<file path="config.mk">
export PLATFORM = sky130hd
export DESIGN_NAME = stack_machine_with_variables
export DESIGN_NICKNAME = d
export VERILOG_FILES = /design/src/rtl/smv_pkg.sv /design/src/rtl/smv_div.sv /design/src/rtl/smv_ctrl.sv /design/src/rtl/smv_dp.sv /design/src/rtl/stack_machine_with_variables.sv
export SDC_FILE = /design/constraint.sdc
export NUM_CORES = 2
export LEC_CHECK = 0
export ABC_CLOCK_PERIOD_IN_PS = 10790
export CELL_PAD_IN_SITES_DETAIL_PLACEMENT = 0
export CELL_PAD_IN_SITES_GLOBAL_PLACEMENT = 1
export CORE_AREA = 4 4 440 442
export CTS_BUF_LIST = sky130_fd_sc_hd__clkbuf_4 sky130_fd_sc_hd__clkbuf_8
export CTS_CLUSTER_DIAMETER = 80
export DETAILED_ROUTE_END_ITERATION = 8
export DIE_AREA = 0 0 444 446
export DONT_BUFFER_PORTS = 1
export PLACE_DENSITY = 0.67
export SLEW_MARGIN = 10
export SYNTH_ARGS = -nofsm -noshare
export SYNTH_HDL_FRONTEND = slang
export SYNTH_HIERARCHICAL = 1
export SYNTH_SLANG_ARGS = --single-unit
export TNS_END_PERCENT = 20
</file>
<file path="constraint.sdc">
create_clock -name clk -period 10.79 [get_ports clk]
set_clock_uncertainty 0.05 [all_clocks]
set_input_delay 1.079 -clock clk [delete_from_list [all_inputs] [get_ports clk]]
set_output_delay 1.079 -clock clk [all_outputs]
set_load 0.02 [all_outputs]
</file>
<file path="src/rtl/smv_pkg.sv">
package smv_pkg;

  localparam int DATA_W         = 32;
  localparam int VAR_INDEX_W    = 4;
  localparam int DEF_STACK_DEPTH = 16;
  localparam int DEF_VAR_SLOTS   = 16;

  typedef enum logic [2:0] {
    ACT_PUSH_IMM = 3'd0,
    ACT_PUSH_VAR = 3'd1,
    ACT_POP_VAR  = 3'd2,
    ACT_ADD      = 3'd3,
    ACT_SUB      = 3'd4,
    ACT_MUL      = 3'd5,
    ACT_DIV      = 3'd6,
    ACT_PRINT    = 3'd7
  } act_t;

  typedef enum logic [2:0] {
    ST_OK      = 3'd0,
    ST_SHALLOW = 3'd1,
    ST_DIVZERO = 3'd2,
    ST_UNSET   = 3'd3,
    ST_FULL    = 3'd4
  } status_t;

  // Controller to datapath
  typedef struct packed {
    logic accept;  // latch the instruction and read the stores
    logic exec;    // evaluate the instruction
    logic fin;     // commit the divide result
  } cmd_t;

  // Datapath to controller
  typedef struct packed {
    logic need_div;  // evaluated instruction is a valid divide
    logic div_done;  // divide unit has its quotient
  } dp_stat_t;

endpackage

</file>
<file path="src/rtl/smv_div.sv">
module smv_div (
  input  logic                        clk,
  input  logic                        rst,
  input  logic                        start,
  input  logic [smv_pkg::DATA_W-1:0]  dividend,
  input  logic [smv_pkg::DATA_W-1:0]  divisor,
  output logic                        done,
  output logic [smv_pkg::DATA_W-1:0]  quotient
);

  localparam int W  = smv_pkg::DATA_W;
  localparam int SW = $clog2(W);

  logic         running;
  logic [SW-1:0] step;
  logic         neg;
  logic [W-1:0] rem;
  logic [W-1:0] quo;
  logic [W-1:0] mag_d;
  logic [W:0]   shifted;
  logic [W+1:0] diff;

  // Trial subtract of one restoring step
  always_comb begin
    shifted = {rem, quo[W-1]};
    diff    = {1'b0, shifted} - {2'b00, mag_d};
  end

  // Control: count steps, pulse done after the last one
  always_ff @(posedge clk) begin
    if (rst) begin
      running <= 1'b0;
      done    <= 1'b0;
      step    <= '0;
    end else begin
      done <= 1'b0;
      if (start) begin
        running <= 1'b1;
        step    <= '0;
      end else if (running) begin
        step <= step + SW'(1);
        if (step == SW'(W - 1)) begin
          running <= 1'b0;
          done    <= 1'b1;
        end
      end
    end
  end

  // Datapath: magnitudes in, one quotient bit a cycle
  always_ff @(posedge clk) begin
    if (start) begin
      neg   <= dividend[W-1] ^ divisor[W-1];
      rem   <= '0;
      quo   <= dividend[W-1] ? (W'(0) - dividend) : dividend;
      mag_d <= divisor[W-1] ? (W'(0) - divisor) : divisor;
    end else if (running) begin
      rem <= diff[W+1] ? shifted[W-1:0] : diff[W-1:0];
      quo <= {quo[W-2:0], ~diff[W+1]};
    end
  end

  // Restore the sign; the most negative value over minus one wraps to itself
  assign quotient = neg ? (W'(0) - quo) : quo;

endmodule

</file>
<file path="src/rtl/smv_ctrl.sv">
module smv_ctrl (
  input  logic              clk,
  input  logic              rst,
  input  logic              start,
  input  smv_pkg::dp_stat_t dp_stat,
  output smv_pkg::cmd_t     cmd,
  output logic              busy
);

  typedef enum logic [1:0] {
    S_IDLE,
    S_EXEC,
    S_DIV
  } state_t;

  state_t state;

  // Decode commands from the current state
  always_comb begin
    cmd.accept = (state == S_IDLE) && start;
    cmd.exec   = (state == S_EXEC);
    cmd.fin    = (state == S_DIV) && dp_stat.div_done;
  end

  assign busy = (state != S_IDLE);

  // Sequence one instruction: read, evaluate, optionally divide
  always_ff @(posedge clk) begin
    if (rst) begin
      state <= S_IDLE;
    end else begin
      case (state)
        S_IDLE: begin
          if (start) state <= S_EXEC;
        end
        S_EXEC: begin
          state <= dp_stat.need_div ? S_DIV : S_IDLE;
        end
        S_DIV: begin
          if (dp_stat.div_done) state <= S_IDLE;
        end
        default: begin
          state <= S_IDLE;
        end
      endcase
    end
  end

`ifndef SYNTH
  a_accept_busy: assert property (@(posedge clk) disable iff (rst)
    cmd.accept |=> busy)
    else $error("accepted transfer did not raise busy");

  a_div_done_state: assert property (@(posedge clk) disable iff (rst)
    dp_stat.div_done |-> (state == S_DIV))
    else $error("divide finished outside the divide state");
`endif

endmodule

</file>
<file path="src/rtl/smv_dp.sv">
module smv_dp #(
  parameter int STACK_DEPTH = smv_pkg::DEF_STACK_DEPTH,
  parameter int VAR_SLOTS   = smv_pkg::DEF_VAR_SLOTS
) (
  input  logic                            clk,
  input  logic                            rst,
  input  smv_pkg::cmd_t                   cmd,
  input  logic [2:0]                      action,
  input  logic [smv_pkg::DATA_W-1:0]      imm_value,
  input  logic [smv_pkg::VAR_INDEX_W-1:0] var_index,
  output smv_pkg::dp_stat_t               dp_stat,
  output logic                            done,
  output logic [2:0]                      status,
  output logic [smv_pkg::DATA_W-1:0]      out_value
);

  localparam int W    = smv_pkg::DATA_W;
  localparam int AW   = $clog2(STACK_DEPTH);
  localparam int CW   = $clog2(STACK_DEPTH + 1);
  localparam int REACH = 1 << smv_pkg::VAR_INDEX_W;
  // Only slots that the index field can name get storage
  localparam int VU   = (VAR_SLOTS < REACH) ? VAR_SLOTS : REACH;
  localparam int VW   = (VU > 1) ? $clog2(VU) : 1;

  // Stores
  logic [W-1:0]  stk [STACK_DEPTH];
  logic [W-1:0]  vmem [VU];
  logic [VU-1:0] vvalid;
  logic [CW-1:0] count;

  // Latched instruction and registered read data
  smv_pkg::act_t act_q;
  logic [W-1:0]  imm_q;
  logic [VW-1:0] vaddr_q;
  logic          slot_ok_q;
  logic          vok_q;
  logic [W-1:0]  rd_a;
  logic [W-1:0]  rd_b;
  logic [W-1:0]  rd_v;

  logic          slot_ok;
  logic [VW-1:0] vaddr;
  logic [CW-1:0] cm1;
  logic [CW-1:0] cm2;
  logic          full;
  logic          empty;
  logic          lt2;

  smv_pkg::status_t ex_status;
  logic [W-1:0]     ex_value;
  logic             ex_push;
  logic             ex_pop;
  logic             ex_bin;
  logic             ex_vwr;
  logic [W-1:0]     mul_p;
  logic             commit;
  logic             res_valid;
  logic             div_done;
  logic [W-1:0]     div_q;

  assign slot_ok = ({{(32 - smv_pkg::VAR_INDEX_W){1'b0}}, var_index} < 32'(VAR_SLOTS));
  assign vaddr   = slot_ok ? var_index[VW-1:0] : '0;
  assign cm1     = count - CW'(1);
  assign cm2     = count - CW'(2);
  assign full    = (count == CW'(STACK_DEPTH));
  assign empty   = (count == '0);
  assign lt2     = (count < CW'(2));
  assign mul_p   = rd_a * rd_b;

  // Latch the instruction and read both stores on accept
  always_ff @(posedge clk) begin
    if (cmd.accept) begin
      act_q     <= smv_pkg::act_t'(action);
      imm_q     <= imm_value;
      vaddr_q   <= vaddr;
      slot_ok_q <= slot_ok;
      vok_q     <= slot_ok && vvalid[vaddr];
      rd_b      <= stk[cm1[AW-1:0]];
      rd_a      <= stk[cm2[AW-1:0]];
      rd_v      <= vmem[vaddr];
    end
  end

  // Evaluate the latched instruction
  always_comb begin
    ex_status = smv_pkg::ST_OK;
    ex_value  = '0;
    ex_push   = 1'b0;
    ex_pop    = 1'b0;
    ex_bin    = 1'b0;
    ex_vwr    = 1'b0;
    case (act_q)
      smv_pkg::ACT_PUSH_IMM: begin
        if (full) begin
          ex_status = smv_pkg::ST_FULL;
        end else begin
          ex_value = imm_q;
          ex_push  = 1'b1;
        end
      end
      smv_pkg::ACT_PUSH_VAR: begin
        if (!vok_q) begin
          ex_status = smv_pkg::ST_UNSET;
        end else if (full) begin
          ex_status = smv_pkg::ST_FULL;
        end else begin
          ex_value = rd_v;
          ex_push  = 1'b1;
        end
      end
      smv_pkg::ACT_POP_VAR: begin
        if (empty) begin
          ex_status = smv_pkg::ST_SHALLOW;
        end else if (!slot_ok_q) begin
          ex_status = smv_pkg::ST_UNSET;
        end else begin
          ex_value = rd_b;
          ex_pop   = 1'b1;
          ex_vwr   = 1'b1;
        end
      end
      smv_pkg::ACT_PRINT: begin
        if (empty) begin
          ex_status = smv_pkg::ST_SHALLOW;
        end else begin
          ex_value = rd_b;
          ex_pop   = 1'b1;
        end
      end
      default: begin
        if (lt2) begin
          ex_status = smv_pkg::ST_SHALLOW;
        end else if (act_q == smv_pkg::ACT_DIV && rd_b == '0) begin
          ex_status = smv_pkg::ST_DIVZERO;
        end else begin
          ex_bin = 1'b1;
          case (act_q)
            smv_pkg::ACT_ADD: ex_value = rd_a + rd_b;
            smv_pkg::ACT_SUB: ex_value = rd_a - rd_b;
            smv_pkg::ACT_MUL: ex_value = mul_p;
            default:          ex_value = div_q;
          endcase
        end
      end
    endcase
  end

  assign dp_stat.need_div = (act_q == smv_pkg::ACT_DIV) && (ex_status == smv_pkg::ST_OK);
  assign dp_stat.div_done = div_done;

  assign res_valid = (cmd.exec && !dp_stat.need_div) || cmd.fin;
  assign commit    = res_valid && (ex_status == smv_pkg::ST_OK);

  // Update the stack and its count
  always_ff @(posedge clk) begin
    if (commit && ex_push) stk[count[AW-1:0]] <= ex_value;
    if (commit && ex_bin)  stk[cm2[AW-1:0]]   <= ex_value;
  end

  always_ff @(posedge clk) begin
    if (rst) begin
      count <= '0;
    end else if (commit) begin
      if (ex_push) count <= count + CW'(1);
      else if (ex_pop || ex_bin) count <= cm1;
    end
  end

  // Store into a variable slot and mark it set
  always_ff @(posedge clk) begin
    if (commit && ex_vwr) vmem[vaddr_q] <= ex_value;
  end

  always_ff @(posedge clk) begin
    if (rst) begin
      vvalid <= '0;
    end else if (commit && ex_vwr) begin
      vvalid[vaddr_q] <= 1'b1;
    end
  end

  // Register the result transfer
  always_ff @(posedge clk) begin
    if (rst) begin
      done <= 1'b0;
    end else begin
      done <= res_valid;
    end
  end

  always_ff @(posedge clk) begin
    if (res_valid) begin
      status    <= ex_status;
      out_value <= (ex_status == smv_pkg::ST_OK) ? ex_value : '0;
    end
  end

  smv_div u_div (
    .clk      (clk),
    .rst      (rst),
    .start    (cmd.exec && dp_stat.need_div),
    .dividend (rd_a),
    .divisor  (rd_b),
    .done     (div_done),
    .quotient (div_q)
  );

`ifndef SYNTH
  a_count_bound: assert property (@(posedge clk) disable iff (rst)
    commit && ex_push |-> !full)
    else $error("push committed on a full stack");

  a_err_zero: assert property (@(posedge clk) disable iff (rst)
    done && (status != smv_pkg::ST_OK) |-> (out_value == '0))
    else $error("error result carries a nonzero value");

  a_err_hold: assert property (@(posedge clk) disable iff (rst)
    res_valid && (ex_status != smv_pkg::ST_OK) |=> $stable(count) && $stable(vvalid))
    else $error("failed instruction changed state");
`endif

endmodule

</file>
<file path="src/rtl/stack_machine_with_variables.sv">
// Channel   Direction  Transfer                    Payload
// command   in         start && !busy at clk edge  action, imm_value, var_index
// result    out        done high for one cycle     status, out_value
//
// Push, pop, print, add, sub and mul latch the instruction on accept, evaluate
// it and register the result strobe; the next command is taken in the cycle
// the strobe shows. A div that passes its checks waits for the 32-step restoring
// divide unit; a div that fails its checks completes like the others.
// Reset (rst, synchronous) empties the stack and clears all variable valid bits.
// The receiver cannot stall: each result is shown for exactly one cycle.
module stack_machine_with_variables #(
  parameter int STACK_DEPTH = smv_pkg::DEF_STACK_DEPTH,
  parameter int VAR_SLOTS   = smv_pkg::DEF_VAR_SLOTS
) (
  input  logic                                   clk,
  input  logic                                   rst,
  input  logic                                   start,
  output logic                                   busy,
  input  logic [2:0]                             action,
  input  logic signed [smv_pkg::DATA_W-1:0]      imm_value,
  input  logic [smv_pkg::VAR_INDEX_W-1:0]        var_index,
  output logic                                   done,
  output logic [2:0]                             status,
  output logic signed [smv_pkg::DATA_W-1:0]      out_value
);

  smv_pkg::cmd_t                 cmd;
  smv_pkg::dp_stat_t             dp_stat;
  logic [smv_pkg::DATA_W-1:0]    value_u;

  smv_ctrl u_ctrl (
    .clk     (clk),
    .rst     (rst),
    .start   (start),
    .dp_stat (dp_stat),
    .cmd     (cmd),
    .busy    (busy)
  );

  smv_dp #(
    .STACK_DEPTH (STACK_DEPTH),
    .VAR_SLOTS   (VAR_SLOTS)
  ) u_dp (
    .clk       (clk),
    .rst       (rst),
    .cmd       (cmd),
    .action    (action),
    .imm_value (imm_value),
    .var_index (var_index),
    .dp_stat   (dp_stat),
    .done      (done),
    .status    (status),
    .out_value (value_u)
  );

  assign out_value = $signed(value_u);

endmodule
</file>
==> reports/qor.json <==
{
  "yosys": {
    "synthesis.yosys.warnings": 6,
    "syn_area_per_cell_sq_um": 14.7,
    "netlist_area_sq_um": 75300,
    "synthDominantAreaCellType": "sky130_fd_sc_hd__edfxtp_1",
    "synth.distinct_cells": 88,
    "ys_seq_area_frac": 0.519,
    "synthesis.instances": 5111,
    "synth.top_cells.by_count": "sky130_fd_sc_hd__edfxtp_1, sky130_fd_sc_hd__mux4_2, sky130_fd_sc_hd__inv_1",
    "synth-edff-count": 1260,
    "synthDominantCellAreaShare": 0.502,
    "synth_flop_cell": "sky130_fd_sc_hd__edfxtp_1",
    "synthArstFlopShare": 0,
    "synth-seq-cells": 1323,
    "yosys.cell_count.top_type": "sky130_fd_sc_hd__edfxtp_1",
    "syn_nets": 5761,
    "synth.top_cells.by_area": "sky130_fd_sc_hd__edfxtp_1, sky130_fd_sc_hd__mux4_2, sky130_fd_sc_hd__fa_1, sky130_fd_sc_hd__ha_1, sky130_fd_sc_hd__and2_1"
  },
  "die": {
    "floorplan.io_pins": 79,
    "dieWidth_microns": 444,
    "standard_cell_core_area_sq_um": 190000,
    "placement_rows": 160,
    "die_h_microns": 446,
    "start_util": 0.397,
    "dieArea_sq_um": 198000
  },
  "outcome": {
    "outcome": "completed"
  },
  "placed_design": {
    "place_ws_ns": 1.79,
    "placer_congestion_estimate": 0.851,
    "portBuffers": 0,
    "placed_cells_incl_taps": 7491,
    "place.detailed.hpwl_microns": 145000
  },
  "sta": {
    "max_slew.worst_pin.slew_ns": 1.31,
    "finalWorstSetupSlack_ns": 1.81,
    "final.setup.tns_ns": 0,
    "grt_setup_unrepaired": "no",
    "timing.fmax_mhz": 111,
    "finalSetupViolations": 0,
    "timing.final.crit_share": 0.832,
    "timing_max_transition_violations_final": 0,
    "hold_slack_final_ns": 0.135,
    "timing.max_slew.rel_slack": 0.128,
    "period_minus_slack_ns": 8.98,
    "final_hold_viol_count": 0
  },
  "global_routing": {
    "groute.usage.overall": 0.227,
    "globalRouteOverflowTotal": 0,
    "grt_first_pass_wirelength_microns": 327000,
    "grt_pass1_vias": 46512,
    "antenna_found_initial": 20,
    "maximum_number_of_pins_on_one_net_before_global_route_repair": 134
  },
  "hold_path": {
    "min_path_type": "in -> reg",
    "worst_hold_path.num_cells": 1,
    "hp-start": "rst",
    "min_delay_worst_endpoint": "u_dp/vvalid[0]$_SDFFE_PP0P_"
  },
  "clock_network": {
    "clk_pin_slew_worst_paths_ns": 0.06,
    "cts_resized": 0,
    "tritoncts_buffer_count": 215,
    "later_pin_clock_latency_in_the_skew_report_ns": 0.98,
    "cts_htree_levels": 4,
    "postCtsSetupRepairBufs": 0,
    "cts_hold_buf": 0,
    "cts.root.buffer_cell": "sky130_fd_sc_hd__clkbuf_8",
    "clock_path_buffers": 3,
    "cts_tree": "done",
    "cts.sink_count": 1323
  },
  "worst_setup_path": {
    "timing.critical_path.slowest_stage_cell": "sky130_fd_sc_hd__edfxtp_1",
    "critPathKind": "reg -> reg",
    "timing.reg2reg.setup_slack_ns": 1.81,
    "capture_point_of_the_worst_reg_to_reg_path": "u_dp/stk[15][27]$_DFFE_PP_",
    "worstPathCellList": "buf_4 -> and2_1 -> fa_1 -> fa_1 -> fa_1 -> inv_1 -> fa_1 -> inv_1 -> fa_1 -> fa_1 -> fa_1 -> fa_1 -> ha_1 -> a211o_1 -> or4_1 -> o211ai_1 -> o31ai_1 -> nor3_1 -> xnor2_1 -> a221oi_1 -> o21ai_0 -> or2_2",
    "r2r_start": "u_dp/rd_b[6]$_DFFE_PP_",
    "worstSetupEndpointType": "register",
    "reg2reg_depth": 22,
    "cp-start-kind": "register",
    "cpPeakStageDelay_ns": 1.10,
    "worst_ep_arrival_time_ns": 9.49,
    "critical-path-top-delay-family": "adder cells",
    "critical_path.n_buffers_inverters": 3,
    "worst-path-max-fanout": 32,
    "timing.critical_path.mode_cell": "sky130_fd_sc_hd__fa_1",
    "required_ns": 11.30
  },
  "finish": {
    "fill_cells": 16827,
    "finalNonFillerCells": 7899,
    "area_growth_pct": 11.0,
    "drive_above_1_share": 0.209,
    "design.final.nets": 5847
  },
  "route": {
    "routedWlPerCell_microns": 28.4,
    "dr.first_iter.drc_count": 5000,
    "dr.pass1.iters": 7,
    "drcViolationCount": 0,
    "routed_via_density": 5.76,
    "antenna_violating_nets_post_route": 0,
    "drt_wl_total_microns": 225000,
    "route.vias.total": 45481
  },
  "run": {
    "cap_violations": 0
  }
}
-- cell usage in the layout, fill, tap and decap left out, types with 97 or more instances in the layout --
cell	instances
sky130_fd_sc_hd__ha_1	196
sky130_fd_sc_hd__and2_1	314
sky130_fd_sc_hd__o21ai_0	128
sky130_fd_sc_hd__fa_1	410
sky130_fd_sc_hd__inv_1	446
sky130_fd_sc_hd__edfxtp_1	1260
sky130_fd_sc_hd__xnor2_1	165
sky130_fd_sc_hd__nor2_1	170
sky130_fd_sc_hd__a21oi_1	136
sky130_fd_sc_hd__nand2_1	350
sky130_fd_sc_hd__clkbuf_8	224
sky130_fd_sc_hd__xor2_1	97
sky130_fd_sc_hd__mux4_2	485
sky130_fd_sc_hd__buf_4	164
-- through the flow --
stage                util  cell area, sq um
floorplan               -             75400
global placement    0.417             79100
detailed placement  0.417             79100
CTS                 0.441             83600
global route        0.441             83700
finish              0.441             83700
-- logic make-up after synthesis --
group,Yosys count,share of synthesized area
AOI/OAI and AO/OA,573,0.0506
xor gates and xnor gates,265,0.0308
adders and majority gates,608,0.142
buffers and inverters,744,0.0374
DFF,1323,0.519
muxes,501,0.147
and+or+nand+nor,1097,0.0734
-- layout make-up --
type	instances	area, sq um	share of cell area
inverters	447	1680	0.0201
diodes	8	20.0	0.000239
flip-flops and latches	1323	39100	0.467
clock buffers	287	3560	0.0425
well taps	2511	3140	0.0375
multi-input cells	3044	33900	0.406
clock inverters	113	963	0.0115
repair buffers	166	1270	0.0152
-- sequential cells by signal, summed over array words and instances, names as in the netlist, 32 cells and up --
register	count
u_dp/imm_q	32
u_dp/out_value	32
u_dp/rd_a	32
u_dp/rd_b	32
u_dp/rd_v	32
u_dp/stk	512
u_dp/u_div/mag_d	32
u_dp/u_div/quo	32
u_dp/u_div/rem	32
u_dp/vmem	512
-- layer usage --
| layer | track usage | part of all wire | vias up |
|---|---|---|---|
| met4 | 0.0895 | 0.042 | 4 |
| met3 | 0.0364 | 0.074 | 368 |
| met2 | 0.367 | 0.47 | 1823 |
| met1 | 0.308 | 0.41 | 24114 |
| li1 | - | - | 19172 |
| met5 | 0 | 0.00013 | - |
-- how the worst max path moves through the flow --
stage	slack, ns	cells after the start	start	to
CTS	1.65	21	u_dp/rd_b[6]$_DFFE_PP_	u_dp/vmem[4][23]$_DFFE_PP_
global route	1.41	22	u_dp/rd_b[6]$_DFFE_PP_	u_dp/stk[15][27]$_DFFE_PP_
floorplan	2.27	26	u_dp/rd_b[6]$_DFFE_PP_	u_dp/stk[0][23]$_DFFE_PP_
finish	1.81	22	u_dp/rd_b[6]$_DFFE_PP_	u_dp/stk[15][27]$_DFFE_PP_
detailed placement	1.79	21	u_dp/rd_b[6]$_DFFE_PP_	u_dp/vmem[12][23]$_DFFE_PP_
global placement	1.93	21	u_dp/rd_b[6]$_DFFE_PP_	u_dp/vmem[4][23]$_DFFE_PP_
Power is left out: the tool's default activity adds up to more than one toggle a clock period on the data nets, which glitch-free logic cannot reach.
